===== src/sv/asp_pkg.sv =====
// ----------------------------------------------------------------------------
// asp_pkg
// Shared types and codes of the arpeggiator step sequencer.
// ----------------------------------------------------------------------------
`default_nettype none
package asp_pkg;

   localparam int SEMIS_PER_OCT = 12;

   // operations
   localparam logic [2:0] OP_TICK   = 3'd0;
   localparam logic [2:0] OP_ON     = 3'd1;
   localparam logic [2:0] OP_OFF    = 3'd2;
   localparam logic [2:0] OP_SUS    = 3'd3;
   localparam logic [2:0] OP_ALLOFF = 3'd4;
   localparam logic [2:0] OP_STEP   = 3'd5;

   // event kinds
   localparam logic [1:0] EV_NONE = 2'd0;
   localparam logic [1:0] EV_ON   = 2'd1;
   localparam logic [1:0] EV_OFF  = 2'd2;

   // pattern modes
   localparam logic [3:0] MODE_UP     = 4'd0;
   localparam logic [3:0] MODE_DOWN   = 4'd1;
   localparam logic [3:0] MODE_UPDOWN = 4'd2;

   // register indexes
   localparam logic [2:0] REG_PATTERN = 3'd0;
   localparam logic [2:0] REG_OCTAVES = 3'd1;
   localparam logic [2:0] REG_STEPS   = 3'd2;
   localparam logic [2:0] REG_ONESHOT = 3'd3;
   localparam logic [2:0] REG_PERIOD  = 3'd4;
   localparam logic [2:0] REG_GATE    = 3'd5;

   localparam logic [24:0] SINCE_MAX  = 25'h1FFFFFF;
   localparam logic [25:0] AGE_MAX    = 26'h3FFFFFF;
   localparam logic [4:0]  IDLE_STEP  = 5'h1F;

   typedef struct packed {
      logic [3:0]  pattern_mode;
      logic [2:0]  octave_span;
      logic [4:0]  step_count;
      logic        oneshot_enable;
      logic [23:0] step_period_samples;
      logic [25:0] gate_samples;
   } cfg_type;

   typedef struct packed {
      logic [2:0]         operation;
      logic [6:0]         key_number;
      logic [6:0]         key_velocity;
      logic               sustain_on;
      logic [3:0]         step_select;
      logic               step_on;
      logic signed [6:0]  step_transpose;
      logic signed [15:0] step_mod;
   } item_type;

   typedef struct packed {
      logic [1:0]         event_kind;
      logic signed [8:0]  note_value;
      logic [6:0]         note_velocity;
      logic signed [15:0] note_mod;
      logic signed [4:0]  active_step;
      logic               last_result;
   } result_type;

endpackage
`default_nettype wire


===== src/sv/arpeggiator_step_sequencer.sv =====
// ----------------------------------------------------------------------------
// arpeggiator_step_sequencer
// Arpeggiator with a step sequencer, driven by sample ticks.
// ----------------------------------------------------------------------------
// Usage:
//   req_* carries one word per command: tuser is the operation, tdata the key,
//   velocity, pedal and step fields. A tick word returns the note offs of
//   expiring notes, an optional eviction note off, then one step result with
//   rsp_tlast set. Other operations return nothing.
//   csr_* writes one setup register per word; write only while idle.
// Operation:
//   Words enter a two-deep queue, so the sender sees ready while the engine
//   works, until the queue is full. The engine runs one word at a time:
//     tick        steps the pattern, scans the sounding notes (receiver stalls hold it)
//     note on     stores the key, then a rebuild: each held key in each octave,
//                 plus a downward pass for up-down, via the one sequence RAM write port
//     note off    removes the key (marks it while the pedal is down), then a rebuild
//     pedal up    removes each marked key, then a rebuild
//   A result sits in the output register until taken; a stalled receiver
//   holds the engine at its next result.
// Reset: key store, sequence, sounding notes and positions empty, all steps
//   on with zero transpose and mod, registers at their defaults.
// ----------------------------------------------------------------------------
`default_nettype none
module arpeggiator_step_sequencer #(
   parameter int MAX_KEYS     = 16,
   parameter int MAX_OCTAVES  = 4,
   parameter int MAX_STEPS    = 16,
   parameter int MAX_SOUNDING = 8
) (
   input  wire         clock,
   input  wire         reset,
   input  wire         req_tvalid,
   output logic        req_tready,
   // [6:0] key_number, [13:7] key_velocity, [14] sustain_on, [18:15] step_select,
   // [19] step_on, [26:20] step_transpose, [42:27] step_mod, [47:43] zero
   input  wire  [47:0] req_tdata,
   // [2:0] operation
   input  wire  [2:0]  req_tuser,
   output logic        rsp_tvalid,
   input  wire         rsp_tready,
   // [8:0] note_value, [15:9] note_velocity, [31:16] note_mod,
   // [36:32] active_step, [39:37] zero
   output logic [39:0] rsp_tdata,
   // [1:0] event_kind
   output logic [1:0]  rsp_tuser,
   output logic        rsp_tlast,
   input  wire         csr_valid,
   output logic        csr_ready,
   input  wire  [2:0]  csr_index,
   input  wire  [25:0] csr_data
);
   import asp_pkg::*;

   cfg_type    cfg_ff, cfg_in;
   item_type   item;
   logic       item_valid, item_pop;
   result_type res;

   assign csr_ready = 1'b1;

   always_comb begin
      cfg_in = cfg_ff;
      if (csr_valid) begin
         unique case (csr_index)
            REG_PATTERN: cfg_in.pattern_mode        = csr_data[3:0];
            REG_OCTAVES: cfg_in.octave_span         = csr_data[2:0];
            REG_STEPS:   cfg_in.step_count          = csr_data[4:0];
            REG_ONESHOT: cfg_in.oneshot_enable      = csr_data[0];
            REG_PERIOD:  cfg_in.step_period_samples = csr_data[23:0];
            REG_GATE:    cfg_in.gate_samples        = csr_data;
            default: ;
         endcase
      end
   end

   always_ff @(posedge clock) begin
      if (reset) begin
         cfg_ff <= '{4'd0, 3'd1, 5'd16, 1'b0, 24'd6000, 26'd3000};
      end else begin
         cfg_ff <= cfg_in;
      end
   end

   asp_front u_front (
      .clock      (clock),
      .reset      (reset),
      .in_valid   (req_tvalid),
      .in_ready   (req_tready),
      .in_op      (req_tuser),
      .in_data    (req_tdata),
      .item_valid (item_valid),
      .item_pop   (item_pop),
      .item       (item)
   );

   asp_back #(
      .MAX_KEYS     (MAX_KEYS),
      .MAX_OCTAVES  (MAX_OCTAVES),
      .MAX_STEPS    (MAX_STEPS),
      .MAX_SOUNDING (MAX_SOUNDING)
   ) u_back (
      .clock      (clock),
      .reset      (reset),
      .cfg        (cfg_ff),
      .item_valid (item_valid),
      .item_pop   (item_pop),
      .item       (item),
      .out_valid  (rsp_tvalid),
      .out_ready  (rsp_tready),
      .out_item   (res)
   );

   assign rsp_tdata = {3'b000, res.active_step, res.note_mod, res.note_velocity,
                       res.note_value};
   assign rsp_tuser = res.event_kind;
   assign rsp_tlast = res.last_result;
endmodule
`default_nettype wire


===== src/sv/asp_ram.sv =====
// ----------------------------------------------------------------------------
// asp_ram
// Generic single-write, single-read RAM with registered read data.
// ----------------------------------------------------------------------------
`default_nettype none
module asp_ram #(
   parameter int WIDTH = 15,
   parameter int DEPTH = 128
) (
   input  wire                      clock,
   input  wire                      wr_en,
   input  wire  [$clog2(DEPTH)-1:0] wr_addr,
   input  wire  [WIDTH-1:0]         wr_data,
   input  wire                      rd_en,
   input  wire  [$clog2(DEPTH)-1:0] rd_addr,
   output logic [WIDTH-1:0]         rd_data
);
   logic [WIDTH-1:0] mem [DEPTH];

   always_ff @(posedge clock) begin
      if (wr_en) begin
         mem[wr_addr] <= wr_data;
      end
      if (rd_en) begin
         rd_data <= mem[rd_addr];
      end
   end
endmodule
`default_nettype wire


===== src/sv/asp_front.sv =====
// ----------------------------------------------------------------------------
// asp_front
// Input side: unpacks request words into items and queues them two deep.
// ----------------------------------------------------------------------------
`default_nettype none
module asp_front (
   input  wire                clock,
   input  wire                reset,
   input  wire                in_valid,
   output logic               in_ready,
   input  wire  [2:0]         in_op,
   input  wire  [47:0]        in_data,
   output logic               item_valid,
   input  wire                item_pop,
   output asp_pkg::item_type  item
);
   import asp_pkg::*;

   item_type   q_ff [2];
   logic       wr_ptr_ff, wr_ptr_in, rd_ptr_ff, rd_ptr_in;
   logic [1:0] cnt_ff, cnt_in;
   item_type   unpacked;
   logic       push, pop;

   always_comb begin
      unpacked.operation      = in_op;
      unpacked.key_number     = in_data[6:0];
      unpacked.key_velocity   = in_data[13:7];
      unpacked.sustain_on     = in_data[14];
      unpacked.step_select    = in_data[18:15];
      unpacked.step_on        = in_data[19];
      unpacked.step_transpose = in_data[26:20];
      unpacked.step_mod       = in_data[42:27];
   end

   assign in_ready   = (cnt_ff != 2'd2);
   assign item_valid = (cnt_ff != 2'd0);
   assign item       = q_ff[rd_ptr_ff];
   assign push       = in_valid && in_ready;
   assign pop        = item_pop && item_valid;

   always_comb begin
      wr_ptr_in = push ? !wr_ptr_ff : wr_ptr_ff;
      rd_ptr_in = pop ? !rd_ptr_ff : rd_ptr_ff;
      cnt_in    = cnt_ff + {1'b0, push} - {1'b0, pop};
   end

   always_ff @(posedge clock) begin
      if (reset) begin
         wr_ptr_ff <= 1'b0;
         rd_ptr_ff <= 1'b0;
         cnt_ff    <= 2'd0;
      end else begin
         wr_ptr_ff <= wr_ptr_in;
         rd_ptr_ff <= rd_ptr_in;
         cnt_ff    <= cnt_in;
      end
   end

   always_ff @(posedge clock) begin
      if (push) begin
         q_ff[wr_ptr_ff] <= unpacked;
      end
   end
endmodule
`default_nettype wire


===== src/sv/asp_back.sv =====
// ----------------------------------------------------------------------------
// asp_back
// Execution engine: key store upkeep, sequence rebuild, tick processing and
// the result register.
// ----------------------------------------------------------------------------
`default_nettype none
module asp_back #(
   parameter int MAX_KEYS     = 16,
   parameter int MAX_OCTAVES  = 4,
   parameter int MAX_STEPS    = 16,
   parameter int MAX_SOUNDING = 8
) (
   input  wire                  clock,
   input  wire                  reset,
   input  asp_pkg::cfg_type     cfg,
   input  wire                  item_valid,
   output logic                 item_pop,
   input  asp_pkg::item_type    item,
   output logic                 out_valid,
   input  wire                  out_ready,
   output asp_pkg::result_type  out_item
);
   import asp_pkg::*;

   localparam int KW      = $clog2(MAX_KEYS + 1);
   localparam int KI      = (MAX_KEYS > 1) ? $clog2(MAX_KEYS) : 1;
   localparam int OCW     = $clog2(MAX_OCTAVES + 1);
   localparam int SEQ_CAP = MAX_KEYS * MAX_OCTAVES * 2;
   localparam int AW      = $clog2(SEQ_CAP);
   localparam int LW      = AW + 1;
   localparam int SW      = (MAX_STEPS > 1) ? $clog2(MAX_STEPS) : 1;
   localparam int NW      = $clog2(MAX_SOUNDING + 1);
   localparam int NI      = (MAX_SOUNDING > 1) ? $clog2(MAX_SOUNDING) : 1;
   localparam int IW      = (KW > NW) ? KW : NW;

   localparam logic [3:0] S_IDLE  = 4'd0;
   localparam logic [3:0] S_KILL  = 4'd1;
   localparam logic [3:0] S_RM    = 4'd2;
   localparam logic [3:0] S_RB    = 4'd3;
   localparam logic [3:0] S_TSTEP = 4'd4;
   localparam logic [3:0] S_TAGE  = 4'd5;
   localparam logic [3:0] S_TEVIC = 4'd6;
   localparam logic [3:0] S_TFIN  = 4'd7;

   logic [3:0]    state_ff, state_in;
   logic [6:0]    hk_key_ff [MAX_KEYS], hk_key_in [MAX_KEYS];
   logic [6:0]    hk_vel_ff [MAX_KEYS], hk_vel_in [MAX_KEYS];
   logic [KW-1:0] held_ff, held_in;
   logic [6:0]    kill_ff [MAX_KEYS], kill_in [MAX_KEYS];
   logic [KW-1:0] kcnt_ff, kcnt_in, kidx_ff, kidx_in;
   logic          st_on_ff [MAX_STEPS], st_on_in [MAX_STEPS];
   logic [6:0]    st_tr_ff [MAX_STEPS], st_tr_in [MAX_STEPS];
   logic [15:0]   st_mod_ff [MAX_STEPS], st_mod_in [MAX_STEPS];
   logic [8:0]    snd_note_ff [MAX_SOUNDING], snd_note_in [MAX_SOUNDING];
   logic [25:0]   snd_age_ff [MAX_SOUNDING], snd_age_in [MAX_SOUNDING];
   logic [NW-1:0] scnt_ff, scnt_in;
   logic [LW-1:0] len_ff, len_in;
   logic [AW-1:0] arp_ff, arp_in;
   logic [SW-1:0] step_ff, step_in;
   logic [24:0]   sln_ff, sln_in;
   logic          sp_ff, sp_in, osd_ff, osd_in, sus_ff, sus_in;
   logic [IW-1:0] idx_ff, idx_in, wr_ff, wr_in;
   logic [OCW-1:0] oc_ff, oc_in;
   logic          down_ff, down_in, rel_ff, rel_in, sound_ff, sound_in;
   logic [6:0]    key_ff, key_in;
   logic [4:0]    act_ff, act_in;
   logic          out_valid_ff, out_valid_in;
   result_type    out_ff, out_in;

   logic          ram_we, ram_re;
   logic [AW-1:0] ram_wa, ram_ra;
   logic [14:0]   ram_wd, ram_rd;

   // rank of the key under the scan index in both sort orders
   logic [MAX_KEYS-1:0] lt_vec, gt_vec;
   logic [KW-1:0]       rank_a, rank_d;
   logic [6:0]          cur_key;

   always_comb begin
      cur_key = hk_key_ff[idx_ff[KI-1:0]];
      for (int j = 0; j < MAX_KEYS; j++) begin
         lt_vec[j] = (IW'(j) < IW'(held_ff)) && ((hk_key_ff[j] < cur_key) ||
                     (hk_key_ff[j] == cur_key && IW'(j) < idx_ff));
         gt_vec[j] = (IW'(j) < IW'(held_ff)) && ((hk_key_ff[j] > cur_key) ||
                     (hk_key_ff[j] == cur_key && IW'(j) < idx_ff));
      end
      rank_a = KW'($countones(lt_vec));
      rank_d = KW'($countones(gt_vec));
   end

   asp_ram #(.WIDTH(15), .DEPTH(SEQ_CAP)) u_seq_ram (
      .clock   (clock),
      .wr_en   (ram_we),
      .wr_addr (ram_wa),
      .wr_data (ram_wd),
      .rd_en   (ram_re),
      .rd_addr (ram_ra),
      .rd_data (ram_rd)
   );

   assign out_valid = out_valid_ff;
   assign out_item  = out_ff;

   always_comb begin
      logic          slot_free;
      logic [OCW-1:0] oct;
      logic [LW-1:0] on_len, len_calc, base, gpos, arp_nx;
      logic [6:0]    steps_v, stp_nx;
      logic [24:0]   sln_inc;
      logic          done_nx, snd;
      logic [4:0]    act;
      logic [25:0]   age;
      logic [7:0]    note8;
      logic [8:0]    note9;
      logic [SW-1:0] sidx;

      state_in  = state_ff;
      hk_key_in = hk_key_ff;
      hk_vel_in = hk_vel_ff;
      held_in   = held_ff;
      kill_in   = kill_ff;
      kcnt_in   = kcnt_ff;
      kidx_in   = kidx_ff;
      st_on_in  = st_on_ff;
      st_tr_in  = st_tr_ff;
      st_mod_in = st_mod_ff;
      snd_note_in = snd_note_ff;
      snd_age_in  = snd_age_ff;
      scnt_in   = scnt_ff;
      len_in    = len_ff;
      arp_in    = arp_ff;
      step_in   = step_ff;
      sln_in    = sln_ff;
      sp_in     = sp_ff;
      osd_in    = osd_ff;
      sus_in    = sus_ff;
      idx_in    = idx_ff;
      wr_in     = wr_ff;
      oc_in     = oc_ff;
      down_in   = down_ff;
      rel_in    = rel_ff;
      sound_in  = sound_ff;
      key_in    = key_ff;
      act_in    = act_ff;
      out_valid_in = out_valid_ff && !out_ready;
      out_in    = out_ff;
      item_pop  = 1'b0;
      ram_we    = 1'b0;
      ram_re    = 1'b0;
      ram_wa    = '0;
      ram_ra    = '0;
      ram_wd    = '0;

      slot_free = !out_valid_ff || out_ready;
      oct = (int'(cfg.octave_span) > MAX_OCTAVES) ? OCW'(MAX_OCTAVES) : OCW'(cfg.octave_span);
      on_len = LW'(oct) * LW'(held_ff);
      if (cfg.pattern_mode > MODE_UPDOWN || on_len == '0) begin
         len_calc = '0;
      end else if (cfg.pattern_mode == MODE_UPDOWN) begin
         len_calc = (on_len << 1) - LW'(1);
      end else begin
         len_calc = on_len;
      end
      base    = LW'(oc_ff) * LW'(held_ff);
      gpos    = '0;
      arp_nx  = LW'(arp_ff);
      steps_v = (int'(cfg.step_count) > MAX_STEPS) ? 7'(MAX_STEPS) : {2'b00, cfg.step_count};
      stp_nx  = 7'(step_ff);
      sln_inc = (sln_ff < SINCE_MAX) ? sln_ff + 25'd1 : sln_ff;
      done_nx = osd_ff;
      snd     = 1'b0;
      act     = IDLE_STEP;
      age     = snd_age_ff[idx_ff[NI-1:0]];
      age     = (age < AGE_MAX) ? age + 26'd1 : age;
      note8   = ram_rd[7:0];
      sidx    = step_ff;
      note9   = {1'b0, note8} + {{2{st_tr_ff[sidx][6]}}, st_tr_ff[sidx]};

      unique case (state_ff)
         S_IDLE: begin
            if (item_valid) begin
               item_pop = 1'b1;
               key_in   = item.key_number;
               idx_in   = '0;
               wr_in    = '0;
               oc_in    = '0;
               down_in  = (cfg.pattern_mode == MODE_DOWN);
               unique case (item.operation)
                  OP_TICK: state_in = S_TSTEP;
                  OP_ON: begin
                     if (held_ff < KW'(MAX_KEYS)) begin
                        hk_key_in[held_ff[KI-1:0]] = item.key_number;
                        hk_vel_in[held_ff[KI-1:0]] = item.key_velocity;
                        held_in = held_ff + KW'(1);
                        if (held_ff == '0) begin
                           sp_in = 1'b1;
                        end
                        osd_in   = 1'b0;
                        state_in = S_RB;
                     end
                  end
                  OP_OFF: begin
                     rel_in   = 1'b0;
                     state_in = sus_ff ? S_KILL : S_RM;
                  end
                  OP_SUS: begin
                     sus_in = item.sustain_on;
                     if (!item.sustain_on) begin
                        if (kcnt_ff != '0) begin
                           key_in   = kill_ff[0];
                           kidx_in  = '0;
                           rel_in   = 1'b1;
                           state_in = S_RM;
                        end else begin
                           state_in = S_RB;
                        end
                     end
                  end
                  OP_ALLOFF: begin
                     held_in = '0;
                     kcnt_in = '0;
                     len_in  = '0;
                     arp_in  = '0;
                  end
                  OP_STEP: begin
                     if (7'(item.step_select) < 7'(MAX_STEPS)) begin
                        st_on_in[SW'(item.step_select)]  = item.step_on;
                        st_tr_in[SW'(item.step_select)]  = item.step_transpose;
                        st_mod_in[SW'(item.step_select)] = item.step_mod;
                     end
                  end
                  default: ;
               endcase
            end
         end
         S_KILL: begin
            if (idx_ff < IW'(held_ff)) begin
               if (hk_key_ff[idx_ff[KI-1:0]] == key_ff && kcnt_ff < KW'(MAX_KEYS)) begin
                  kill_in[kcnt_ff[KI-1:0]] = key_ff;
                  kcnt_in = kcnt_ff + KW'(1);
               end
               idx_in = idx_ff + IW'(1);
            end else begin
               idx_in   = '0;
               state_in = S_RB;
            end
         end
         S_RM: begin
            if (idx_ff < IW'(held_ff)) begin
               if (hk_key_ff[idx_ff[KI-1:0]] != key_ff) begin
                  hk_key_in[wr_ff[KI-1:0]] = hk_key_ff[idx_ff[KI-1:0]];
                  hk_vel_in[wr_ff[KI-1:0]] = hk_vel_ff[idx_ff[KI-1:0]];
                  wr_in = wr_ff + IW'(1);
               end
               idx_in = idx_ff + IW'(1);
            end else begin
               held_in = KW'(wr_ff);
               idx_in  = '0;
               wr_in   = '0;
               if (rel_ff && (kidx_ff + KW'(1)) < kcnt_ff) begin
                  kidx_in = kidx_ff + KW'(1);
                  key_in  = kill_ff[KI'(kidx_ff + KW'(1))];
               end else begin
                  if (rel_ff) begin
                     kcnt_in = '0;
                  end
                  state_in = S_RB;
               end
            end
         end
         S_RB: begin
            len_in = len_calc;
            if (len_calc == '0) begin
               state_in = S_IDLE;
            end else begin
               if (!down_ff) begin
                  gpos   = base + LW'(rank_a);
                  ram_we = 1'b1;
                  ram_wa = gpos[AW-1:0];
                  note8  = 8'(cur_key) + 8'(oc_ff) * 8'(SEMIS_PER_OCT);
               end else begin
                  gpos  = base + LW'(rank_d);
                  note8 = 8'(cur_key) + 8'(oct - OCW'(1) - oc_ff) * 8'(SEMIS_PER_OCT);
                  if (cfg.pattern_mode == MODE_UPDOWN) begin
                     ram_we = (gpos != '0);
                     ram_wa = AW'(on_len + gpos - LW'(1));
                  end else begin
                     ram_we = 1'b1;
                     ram_wa = gpos[AW-1:0];
                  end
               end
               ram_wd = {hk_vel_ff[idx_ff[KI-1:0]], note8};
               if (idx_ff + IW'(1) < IW'(held_ff)) begin
                  idx_in = idx_ff + IW'(1);
               end else begin
                  idx_in = '0;
                  if (oc_ff + OCW'(1) < oct) begin
                     oc_in = oc_ff + OCW'(1);
                  end else if (!down_ff && cfg.pattern_mode == MODE_UPDOWN) begin
                     oc_in   = '0;
                     down_in = 1'b1;
                  end else begin
                     state_in = S_IDLE;
                  end
               end
            end
         end
         S_TSTEP: begin
            if (!(osd_ff || len_ff == '0)) begin
               sln_in = sln_inc;
               if (sp_ff) begin
                  sp_in   = 1'b0;
                  arp_in  = '0;
                  step_in = '0;
                  sln_in  = '0;
                  arp_nx  = '0;
                  snd     = st_on_ff[0];
                  act     = 5'd0;
               end else if (sln_inc > {1'b0, cfg.step_period_samples}) begin
                  arp_nx = LW'(arp_ff) + LW'(1);
                  if (arp_nx >= len_ff) begin
                     arp_nx = (cfg.pattern_mode == MODE_UPDOWN && len_ff > LW'(1)) ?
                              LW'(1) : LW'(0);
                  end
                  arp_in = arp_nx[AW-1:0];
                  stp_nx = 7'(step_ff) + 7'd1;
                  if (stp_nx >= steps_v) begin
                     stp_nx = 7'd0;
                     if (cfg.oneshot_enable) begin
                        done_nx = 1'b1;
                     end
                  end
                  step_in = SW'(stp_nx);
                  osd_in  = done_nx;
                  if (!done_nx) begin
                     act    = 5'(stp_nx);
                     sln_in = '0;
                     snd    = st_on_ff[SW'(stp_nx)];
                  end
               end else begin
                  act = 5'(step_ff);
               end
            end
            ram_re   = snd;
            ram_ra   = arp_nx[AW-1:0];
            sound_in = snd;
            act_in   = act;
            idx_in   = '0;
            wr_in    = '0;
            state_in = S_TAGE;
         end
         S_TAGE: begin
            if (idx_ff < IW'(scnt_ff)) begin
               if (age > cfg.gate_samples) begin
                  if (slot_free) begin
                     out_valid_in = 1'b1;
                     out_in = '{EV_OFF, snd_note_ff[idx_ff[NI-1:0]], 7'd0, 16'sd0,
                                act_ff, 1'b0};
                     idx_in = idx_ff + IW'(1);
                  end
               end else begin
                  snd_note_in[wr_ff[NI-1:0]] = snd_note_ff[idx_ff[NI-1:0]];
                  snd_age_in[wr_ff[NI-1:0]]  = age;
                  wr_in  = wr_ff + IW'(1);
                  idx_in = idx_ff + IW'(1);
               end
            end else begin
               scnt_in  = NW'(wr_ff);
               state_in = S_TEVIC;
            end
         end
         S_TEVIC: begin
            if (sound_ff && scnt_ff == NW'(MAX_SOUNDING)) begin
               if (slot_free) begin
                  out_valid_in = 1'b1;
                  out_in = '{EV_OFF, snd_note_ff[0], 7'd0, 16'sd0, act_ff, 1'b0};
                  for (int k = 0; k < MAX_SOUNDING - 1; k++) begin
                     snd_note_in[k] = snd_note_ff[k + 1];
                     snd_age_in[k]  = snd_age_ff[k + 1];
                  end
                  scnt_in  = scnt_ff - NW'(1);
                  state_in = S_TFIN;
               end
            end else begin
               state_in = S_TFIN;
            end
         end
         S_TFIN: begin
            if (slot_free) begin
               out_valid_in = 1'b1;
               if (sound_ff) begin
                  out_in = '{EV_ON, note9, ram_rd[14:8], st_mod_ff[sidx], act_ff, 1'b1};
                  snd_note_in[scnt_ff[NI-1:0]] = note9;
                  snd_age_in[scnt_ff[NI-1:0]]  = '0;
                  scnt_in = scnt_ff + NW'(1);
               end else begin
                  out_in = '{EV_NONE, 9'sd0, 7'd0, 16'sd0, act_ff, 1'b1};
               end
               state_in = S_IDLE;
            end
         end
         default: state_in = S_IDLE;
      endcase
   end

   always_ff @(posedge clock) begin
      if (reset) begin
         state_ff     <= S_IDLE;
         held_ff      <= '0;
         kcnt_ff      <= '0;
         kidx_ff      <= '0;
         scnt_ff      <= '0;
         len_ff       <= '0;
         arp_ff       <= '0;
         step_ff      <= '0;
         sln_ff       <= '0;
         sp_ff        <= 1'b0;
         osd_ff       <= 1'b0;
         sus_ff       <= 1'b0;
         idx_ff       <= '0;
         wr_ff        <= '0;
         oc_ff        <= '0;
         down_ff      <= 1'b0;
         rel_ff       <= 1'b0;
         sound_ff     <= 1'b0;
         act_ff       <= IDLE_STEP;
         out_valid_ff <= 1'b0;
         for (int s = 0; s < MAX_STEPS; s++) begin
            st_on_ff[s]  <= 1'b1;
            st_tr_ff[s]  <= '0;
            st_mod_ff[s] <= '0;
         end
      end else begin
         state_ff     <= state_in;
         held_ff      <= held_in;
         kcnt_ff      <= kcnt_in;
         kidx_ff      <= kidx_in;
         scnt_ff      <= scnt_in;
         len_ff       <= len_in;
         arp_ff       <= arp_in;
         step_ff      <= step_in;
         sln_ff       <= sln_in;
         sp_ff        <= sp_in;
         osd_ff       <= osd_in;
         sus_ff       <= sus_in;
         idx_ff       <= idx_in;
         wr_ff        <= wr_in;
         oc_ff        <= oc_in;
         down_ff      <= down_in;
         rel_ff       <= rel_in;
         sound_ff     <= sound_in;
         act_ff       <= act_in;
         out_valid_ff <= out_valid_in;
         st_on_ff     <= st_on_in;
         st_tr_ff     <= st_tr_in;
         st_mod_ff    <= st_mod_in;
      end
   end

   always_ff @(posedge clock) begin
      hk_key_ff   <= hk_key_in;
      hk_vel_ff   <= hk_vel_in;
      kill_ff     <= kill_in;
      snd_note_ff <= snd_note_in;
      snd_age_ff  <= snd_age_in;
      key_ff      <= key_in;
      out_ff      <= out_in;
   end
endmodule
`default_nettype wire


===== config.mk =====
export PLATFORM = sky130hd
export DESIGN_NAME = arpeggiator_step_sequencer
export DESIGN_NICKNAME = d
export VERILOG_FILES = /design/src/sv/asp_pkg.sv /design/src/sv/arpeggiator_step_sequencer.sv /design/src/sv/asp_ram.sv /design/src/sv/asp_front.sv /design/src/sv/asp_back.sv
export SDC_FILE = /design/constraint.sdc
export NUM_CORES = 2
export LEC_CHECK = 0
export BUFFER_PORTS_ARGS = -buffer_cell sky130_fd_sc_hd__buf_2
export CORE_MARGIN = 1
export CORE_UTILIZATION = 55
export DETAILED_ROUTE_END_ITERATION = 6
export GPL_TIMING_DRIVEN = 1
export PLACE_DENSITY = 0.69
export REMOVE_ABC_BUFFERS = 1
export SLEW_MARGIN = 10
export SYNTH_ARGS = -nofsm -noshare
export SYNTH_HDL_FRONTEND = slang
export SYNTH_SLANG_ARGS = --single-unit
export TNS_END_PERCENT = 100

===== constraint.sdc =====
create_clock -name clock -period 12.5 [get_ports clock]
set_input_delay 2.5 -clock clock [delete_from_list [all_inputs] [get_ports clock]]
set_output_delay 2.5 -clock clock [all_outputs]
set_load 0.02 [all_outputs]

# Word-level counts from Yosys, hierarchy flattened

Memory sizes are Yosys's and may differ from the RTL's. A register that Yosys moved wholly into a read port is not among the register bits.
Cells that the tools add are included.

Latch bits: 0
Logic and storage cells: 812
RAM bits: 2012
Input port bits: 85
Bits in read-only memories: 0
Memories kept: 2
Register bits: 1206
Output and inout port bits: 46

Memory list:

| name                 | depth | width | rd ports | clocked after Yosys merged registers in | write ports | line            | RTL |
|---|---|---|---|---|---|---|---|
| u_back.u_seq_ram.mem | 128   | 15    | 1        | 1                                       | 1           | asp_ram.sv:18   | `logic [WIDTH-1:0] mem [DEPTH];` |
| u_front.q_ff         | 2     | 46    | 1        | 1                                       | 1           | asp_front.sv:19 | `item_type q_ff [2];` |

$add $sub $neg: 54
Multipliers: 4
Equal/unequal tests: 86
Multiplexer cells: 253
Bitwise gates (word level): 14
$lt $le $gt $ge: 98
Divide/modulo/power cells: 0
Reductions and logical operators: 153
Shift-type cells: 0

Operator list:

| kind                                      | number |
|---|---|
| 112-bit two-way mux                       | 10 |
| 208-bit two-way mux                       | 4 |
| 112-bit bitwise mux                       | 6 |
| 182-bit one-hot mux with 3 select lines   | 1 |
| 112-bit one-hot mux with 2 select lines   | 2 |
| 182-bit two-way mux                       | 2 |
| 72-bit two-way mux                        | 4 |
| 256-bit bitwise mux                       | 1 |
| 40-bit two-way mux                        | 6 |
| 7-bit two-way mux                         | 32 |
| 208-bit AND                               | 1 |
| 208-bit bitwise mux                       | 1 |
| 208-bit NOT                               | 1 |
| 63-bit one-hot mux with 3 select lines    | 1 |
| 5-bit two-way mux                         | 37 |
| 26-bit demux with 3-bit select            | 2 |
| 72-bit bitwise mux                        | 2 |
| 26-bit two-way mux                        | 5 |
| 63-bit two-way mux                        | 2 |
| 40-bit one-hot mux with 3 select lines    | 1 |
| 7-bit equality test                       | 17 |
| 7-bit binary-select mux with 4-bit select | 4 |
| 7-bit demux with 4-bit select             | 4 |
| 7-bit greater-than comparator             | 16 |
| 118 further kinds                         | 500 |

# Depth between registers and ports, before layout

Depth in word-level cells: 20
Mapped depth: 51
Gate-level depth less buffers: 43

# Modules after synthesis

From an unflattened synthesis, not the netlist that was laid out.

Cell total of the unflattened synthesis: 9561
Area, all modules: 143278.7 um^2

Modules (own cells, without submodules):

| module                     | area each (um^2) | cells an instance | seq. area each (um^2) | times used |
|---|---|---|---|---|
| asp_ram                    | 73815.8          | 2905              | 58105.7               | 1 |
| asp_back                   | 63216.9          | 6229              | 29418.2               | 1 |
| asp_front                  | 3606.0           | 172               | 2862.7                | 1 |
| arpeggiator_step_sequencer | 2640.0           | 255               | 1261.2                | 1 |

# Worst setup path after synthesis

OpenSTA, ideal clock, no wires.

Path type: reg2reg
Start point: register u_back.idx_ff[1]
End point: memory u_back.u_seq_ram.mem[80][0] (enable)
Library setup time: 0.386 ns
Path buffers: 6
Data arrival time: 11.176 ns
Setup slack: 0.937 ns
Data required time: 12.114 ns
Stages on the path, launching flop included: 48
Clock period less this slack: 11.563 ns
Cells stage by stage: dfxtp_1 buf_2 buf_6 buf_4 buf_6 buf_2 mux4_2 mux2i_1 nand2_1 o21ai_1 clkbuf_1 ha_1 nor2b_1 o21a_1 o21ai_0 nand2b_1 a21oi_1 nor2b_1 (+12 left out) fa_1 ha_1 a21oi_1 xnor2_1 inv_1 ha_1 inv_1 ha_1 a21o_1 a21o_1 a21oi_1 xnor2_1 nand2_1 xnor2_1 a211oi_1 nor2b_1 nand2_1 nor2_1

Word-level cells in the longest chain between the ends: 20
Elaborated cells on any way between the ends: 193
Classes of those cells: 34 x add/sub; 48 x order compare; 16 x eq/ne; 13 x mux; 1 x bitwise; 81 x reduce/logical

RTL lines:

| what                                                                            | line            | RTL |
|---|---|---|
| start: declaration                                                              | asp_back.sv:62  | `logic [IW-1:0] idx_ff, idx_in, wr_ff, wr_in;` |
| start signal: assignment                                                        | asp_back.sv:446 | `idx_ff <= idx_in;` |
| branches (longest 20 deep; another with 8-bit by 5-bit adder with 8-bit output) | --              |  |
| end: declaration                                                                | asp_ram.sv:18   |  |

Parallel ways; which one is timed is not known. The select of a mux whose other input is x is not followed.

# Worst setup path after layout

Start point: register u_back.idx_ff[1]
End point: memory u_back.u_seq_ram.mem[33][2] (enable)

Same word-level chain as after synthesis.

==> impl_metrics.xml <==
<?xml version="1.0" encoding="UTF-8"?>
<metrics>
  <group name="status">
    <metric name="run_status" unit="">complete, but fails checks</metric>
    <metric name="violations" unit="">DRC</metric>
  </group>
  <group name="die">
    <metric name="boundaryPins" unit="">131</metric>
    <metric name="initial_cell_density_of_the_core" unit="%">55.3</metric>
    <metric name="floorplan.rows" unit="">187</metric>
    <metric name="die_width" unit="microns">513</metric>
    <metric name="die-area" unit="sq um">263000</metric>
    <metric name="coreArea" unit="sq um">260000</metric>
    <metric name="die-height" unit="microns">513</metric>
  </group>
  <group name="global_routing">
    <metric name="global_route_wire_length_before_repair" unit="microns">603000</metric>
    <metric name="grt_start_max_net_pins" unit="">182</metric>
    <metric name="globalRouteOverflowTotal" unit="">0</metric>
    <metric name="grt_antenna_before_repair" unit="">13</metric>
    <metric name="number_of_global_route_vias_before_repair" unit="">95300</metric>
    <metric name="global_route.usage.total" unit="%">30.4</metric>
  </group>
  <group name="setup_path">
    <metric name="critical_path.startpoint_type" unit="">register</metric>
    <metric name="cp_max_fo" unit="">27</metric>
    <metric name="rr_worst_depth" unit="">36</metric>
    <metric name="worst_path_arrival_time" unit="ps">12400</metric>
    <metric name="crit_top_cell" unit="">ha_1</metric>
    <metric name="crit_path_end_kind" unit="">register</metric>
    <metric name="crit_required" unit="ps">13070</metric>
    <metric name="max_stage_delay" unit="ps">1050</metric>
    <metric name="cp_slowest_cell" unit="">nor2_1</metric>
    <metric name="critical_path_class" unit="">reg2reg</metric>
  </group>
  <group name="placed_design">
    <metric name="port-buffer-count" unit="">121</metric>
    <metric name="hpwl" unit="microns">246000</metric>
    <metric name="placed_insts" unit="">14400</metric>
    <metric name="weighted_congestion_at_the_end_of_routability_driven_global_placement" unit="">0.913</metric>
  </group>
  <group name="routing">
    <metric name="detail_route.wl_per_cell" unit="microns">27.2</metric>
    <metric name="drtAntennaViolNets" unit="">0</metric>
    <metric name="detailed_route_iter0_violations" unit="">13200</metric>
    <metric name="vias_per_cell" unit="">6.56</metric>
    <metric name="detail_route.drc_violations" unit="">5</metric>
    <metric name="finalWirelength" unit="microns">408000</metric>
    <metric name="detailedRoute.firstPassIterationCount" unit="">7</metric>
    <metric name="routed-via-count" unit="">98400</metric>
  </group>
  <group name="synth">
    <metric name="ys_seq_area_share" unit="%">63.8</metric>
    <metric name="syn_avg_cell_area" unit="sq um">12.7</metric>
    <metric name="synth_compound_area_share" unit="%">11.4</metric>
    <metric name="simple_gate_share_of_the_synthesized_area" unit="%">10.2</metric>
    <metric name="yosys.area_share.adder" unit="%">3.16</metric>
    <metric name="yosys_register_bits" unit="">3233</metric>
    <metric name="yosysWarningCount" unit="">0</metric>
    <metric name="synth_top_family_by_area" unit="">compound AO/OA/AOI/OAI gates</metric>
    <metric name="synth_top_cells_by_area" unit="">edfxtp_1 (56%), dfxtp_1 (7.6%), mux4_2 (4.0%)</metric>
    <metric name="synthesis.area" unit="sq um">144000</metric>
    <metric name="synthXorXnorAreaFrac" unit="%">0.795</metric>
    <metric name="synth-async-reset-ratio" unit="%">0</metric>
    <metric name="number_of_enable_type_register_cells_in_the_synthesized_netlist" unit="">2690</metric>
    <metric name="synth_cell_types" unit="">92</metric>
    <metric name="synthCells" unit="">11300</metric>
    <metric name="synth_top_area_share" unit="%">56.2</metric>
    <metric name="dominantRegCellSynth" unit="">edfxtp_1</metric>
    <metric name="post_synth_top_area_cell" unit="">edfxtp_1</metric>
    <metric name="synthMuxAreaShare" unit="%">7.65</metric>
  </group>
  <group name="clock_tree">
    <metric name="cts_resized" unit="">0</metric>
    <metric name="cts.root.buffer_cell" unit="">clkbuf_16</metric>
    <metric name="cts-buffers-inserted" unit="">346</metric>
    <metric name="clk_path_buf_depth" unit="">4</metric>
    <metric name="cts-hold-fix-buffers" unit="">0</metric>
    <metric name="clock_tree.htree_level_count" unit="">5</metric>
    <metric name="clock_pin_slew_reported_for_the_worst_setup_and_hold_paths_after_clock_tree_synthesis" unit="ps">60</metric>
    <metric name="cts_tree" unit="">yes</metric>
    <metric name="postCtsSetupBuffers" unit="">0</metric>
    <metric name="clock-sinks" unit="">3233</metric>
    <metric name="worstSkewPairLatency" unit="ps">1000</metric>
  </group>
  <group name="sta">
    <metric name="max_slew.worst_pin.slew" unit="ps">1320</metric>
    <metric name="maximum_operating_frequency" unit="GHz">0.0845</metric>
    <metric name="setup_viol" unit="">0</metric>
    <metric name="finalHoldViolations" unit="">0</metric>
    <metric name="min_period" unit="ps">11830</metric>
    <metric name="hold-worst-slack" unit="ps">456</metric>
    <metric name="relSlewSlack" unit="%">11.5</metric>
    <metric name="fin_tns_setup" unit="ps">0</metric>
    <metric name="timing.final.crit_share" unit="%">94.6</metric>
    <metric name="final.setup_skew" unit="ps">99.4</metric>
    <metric name="grt_setup_unrepaired" unit="">no</metric>
    <metric name="report.final.slew_viol_count" unit="">0</metric>
  </group>
  <group name="pwr">
    <metric name="vdd_ir_drop_max" unit="mV">0.174</metric>
    <metric name="power_density" unit="nW/um^2">161</metric>
    <metric name="cellLeakagePower" unit="nW">57.6</metric>
  </group>
  <group name="cells_and_area">
    <metric name="drive_above_1_share" unit="%">12.3</metric>
    <metric name="finish.cell_count_without_fillers" unit="">15000</metric>
    <metric name="nets" unit="">11800</metric>
    <metric name="area_growth" unit="%">11.1</metric>
    <metric name="most-common-layout-cells" unit="">edfxtp_1 (2690), nand2_1 (1505), nor2_1 (742), a211oi_1 (536), dfxtp_1 (532)</metric>
    <metric name="layout_commonest_cell" unit="">edfxtp_1</metric>
  </group>
  <group name="flow_run">
    <metric name="max_cap_viol_count" unit="">0</metric>
  </group>
  <group name="worst_hold_path">
    <metric name="hp-class" unit="">reg2reg</metric>
    <metric name="worstHoldPathCells" unit="">2</metric>
  </group>
</metrics>
[path summary, 6_finish.rpt]
check | start | to | slack [ps]
hold / removal | cfg_ff[33]$_SDFFE_PP0P_ | cfg_ff[33]$_SDFFE_PP0P_ | 460
hold reg to reg | cfg_ff[33]$_SDFFE_PP0P_ | cfg_ff[33]$_SDFFE_PP0P_ | 460
setup reg to reg | u_back.idx_ff[1]$_SDFFE_PP0P_ | u_back.u_seq_ram.mem[33][2]$_DFFE_PP_ | 670
setup / recovery | u_back.idx_ff[1]$_SDFFE_PP0P_ | u_back.u_seq_ram.mem[33][2]$_DFFE_PP_ | 670
[state kept, by name, indices dropped and copies added, names as in the netlist, 5 cells and up, named ones only]
| signal | flops |
|---|---|
| u_back.u_seq_ram.mem | 1920 |
| u_back.sln_ff | 25 |
| u_back.u_seq_ram.rd_data | 15 |
| u_back.hk_key_ff | 112 |
| u_back.held_ff | 5 |
| u_back.st_on_ff | 16 |
| u_back.kill_ff | 112 |
| u_back.wr_ff | 5 |
| u_back.st_tr_ff | 112 |
| u_back.kidx_ff | 5 |
| u_back.act_ff | 5 |
| u_back.kcnt_ff | 5 |
| u_back.arp_ff | 7 |
| u_back.snd_age_ff | 208 |
| u_back.key_ff | 7 |
| u_back.len_ff | 8 |
| u_back.hk_vel_ff | 112 |
| u_front.q_ff | 92 |
| u_back.idx_ff | 5 |
| u_back.st_mod_ff | 256 |
| u_back.out_item | 40 |
| u_back.snd_note_ff | 72 |
| cfg_ff | 63 |
[cells in the mapped netlist, types with 39 or more instances]
| cell | number |
|---|---|
| edfxtp_1 | 2690 |
| nand2_1 | 1513 |
| nor2_1 | 774 |
| clkbuf_1 | 632 |
| dfxtp_1 | 543 |
| a211oi_1 | 536 |
| o21ai_0 | 484 |
| mux2i_1 | 425 |
| nand3_1 | 419 |
| ha_1 | 300 |
| a21oi_1 | 276 |
| o22ai_1 | 261 |
| mux4_2 | 256 |
| a22oi_1 | 245 |
| inv_1 | 222 |
| a31oi_1 | 188 |
| and3_1 | 179 |
| a32oi_1 | 112 |
| buf_1 | 104 |
| nor3_1 | 84 |
| and2_1 | 80 |
| nand4_1 | 74 |
| nor2b_1 | 66 |
| xnor2_1 | 65 |
| buf_2 | 64 |
| nand2b_1 | 60 |
| xor2_1 | 56 |
| a221oi_1 | 55 |
| a21o_1 | 45 |
| a311oi_1 | 42 |
| o211ai_1 | 42 |
| fa_1 | 39 |
[cells by family (layout without fill, tap and decap cells)]
group / after synthesis / count (layout)
AND/OR/NAND/NOR: 3345 / 3345
flip-flops: 3233 / 3233
AO/OA/AOI/OAI: 2462 / 2462
buffers and inverters: 1060 / 1350
multiplexers: 735 / 735
adder cells (fa/ha/maj): 339 / 339
XOR/XNOR: 126 / 126
other: 2 / 12
[report_power, final]
group,total (mW),switching [mW],internal (mW)
logic,3.89,2.52,1.36
registers,12.0,0.179,11.8
clock network,9.83,4.14,5.69
[worst max-delay path: cells and delay by family (launching register included)]
family	cells	cell delay [ps]
adder cells (fa/ha/maj)	11	3880
AND/OR/NAND/NOR	7	2700
XOR/XNOR	3	820
flip-flops	1	730
AO/OA/AOI/OAI	6	980
buffers and inverters	7	1410
multiplexers	2	880
[area by class of cell]
cell class                 count  area, sq um
clock inverter               164         1490
timing repair buffer         519         3820
tap                         3402         4260
inverter                     229          860
multi-input combinational   7011        48200
sequential                  3233        91700
antenna                        8         20.0
fill                       19600       100000
clock buffer                 438         9190
[per-stage QoR]
step | power (mW) | instance area, sq um | worst slack (ps) | util [%]
2_1_floorplan | 14.6 | 140000 | -13230 | -
3_3_place_gp | 15.9 | 149000 | 907 | 57.3
6_report | 25.7 | 160000 | 671 | 61.4
5_1_grt | 26.6 | 160000 | 198 | 61.4
3_5_place_dp | 16.0 | 149000 | 877 | 57.3
4_1_cts | 25.7 | 159000 | 808 | 61.4
[layer usage]
layer  vias up  wire, microns  track usage, %  part of all wire, %
li1      43100              -               -                    -
met1     48900         159000            41.1                   39
met2      5427         190000            47.6                   46
met3       966          40100            5.76                  9.8
met4        12          19400            14.1                  4.7
met5         -             83               0                0.020
No activity file was read; power rests on OpenSTA's default activity.
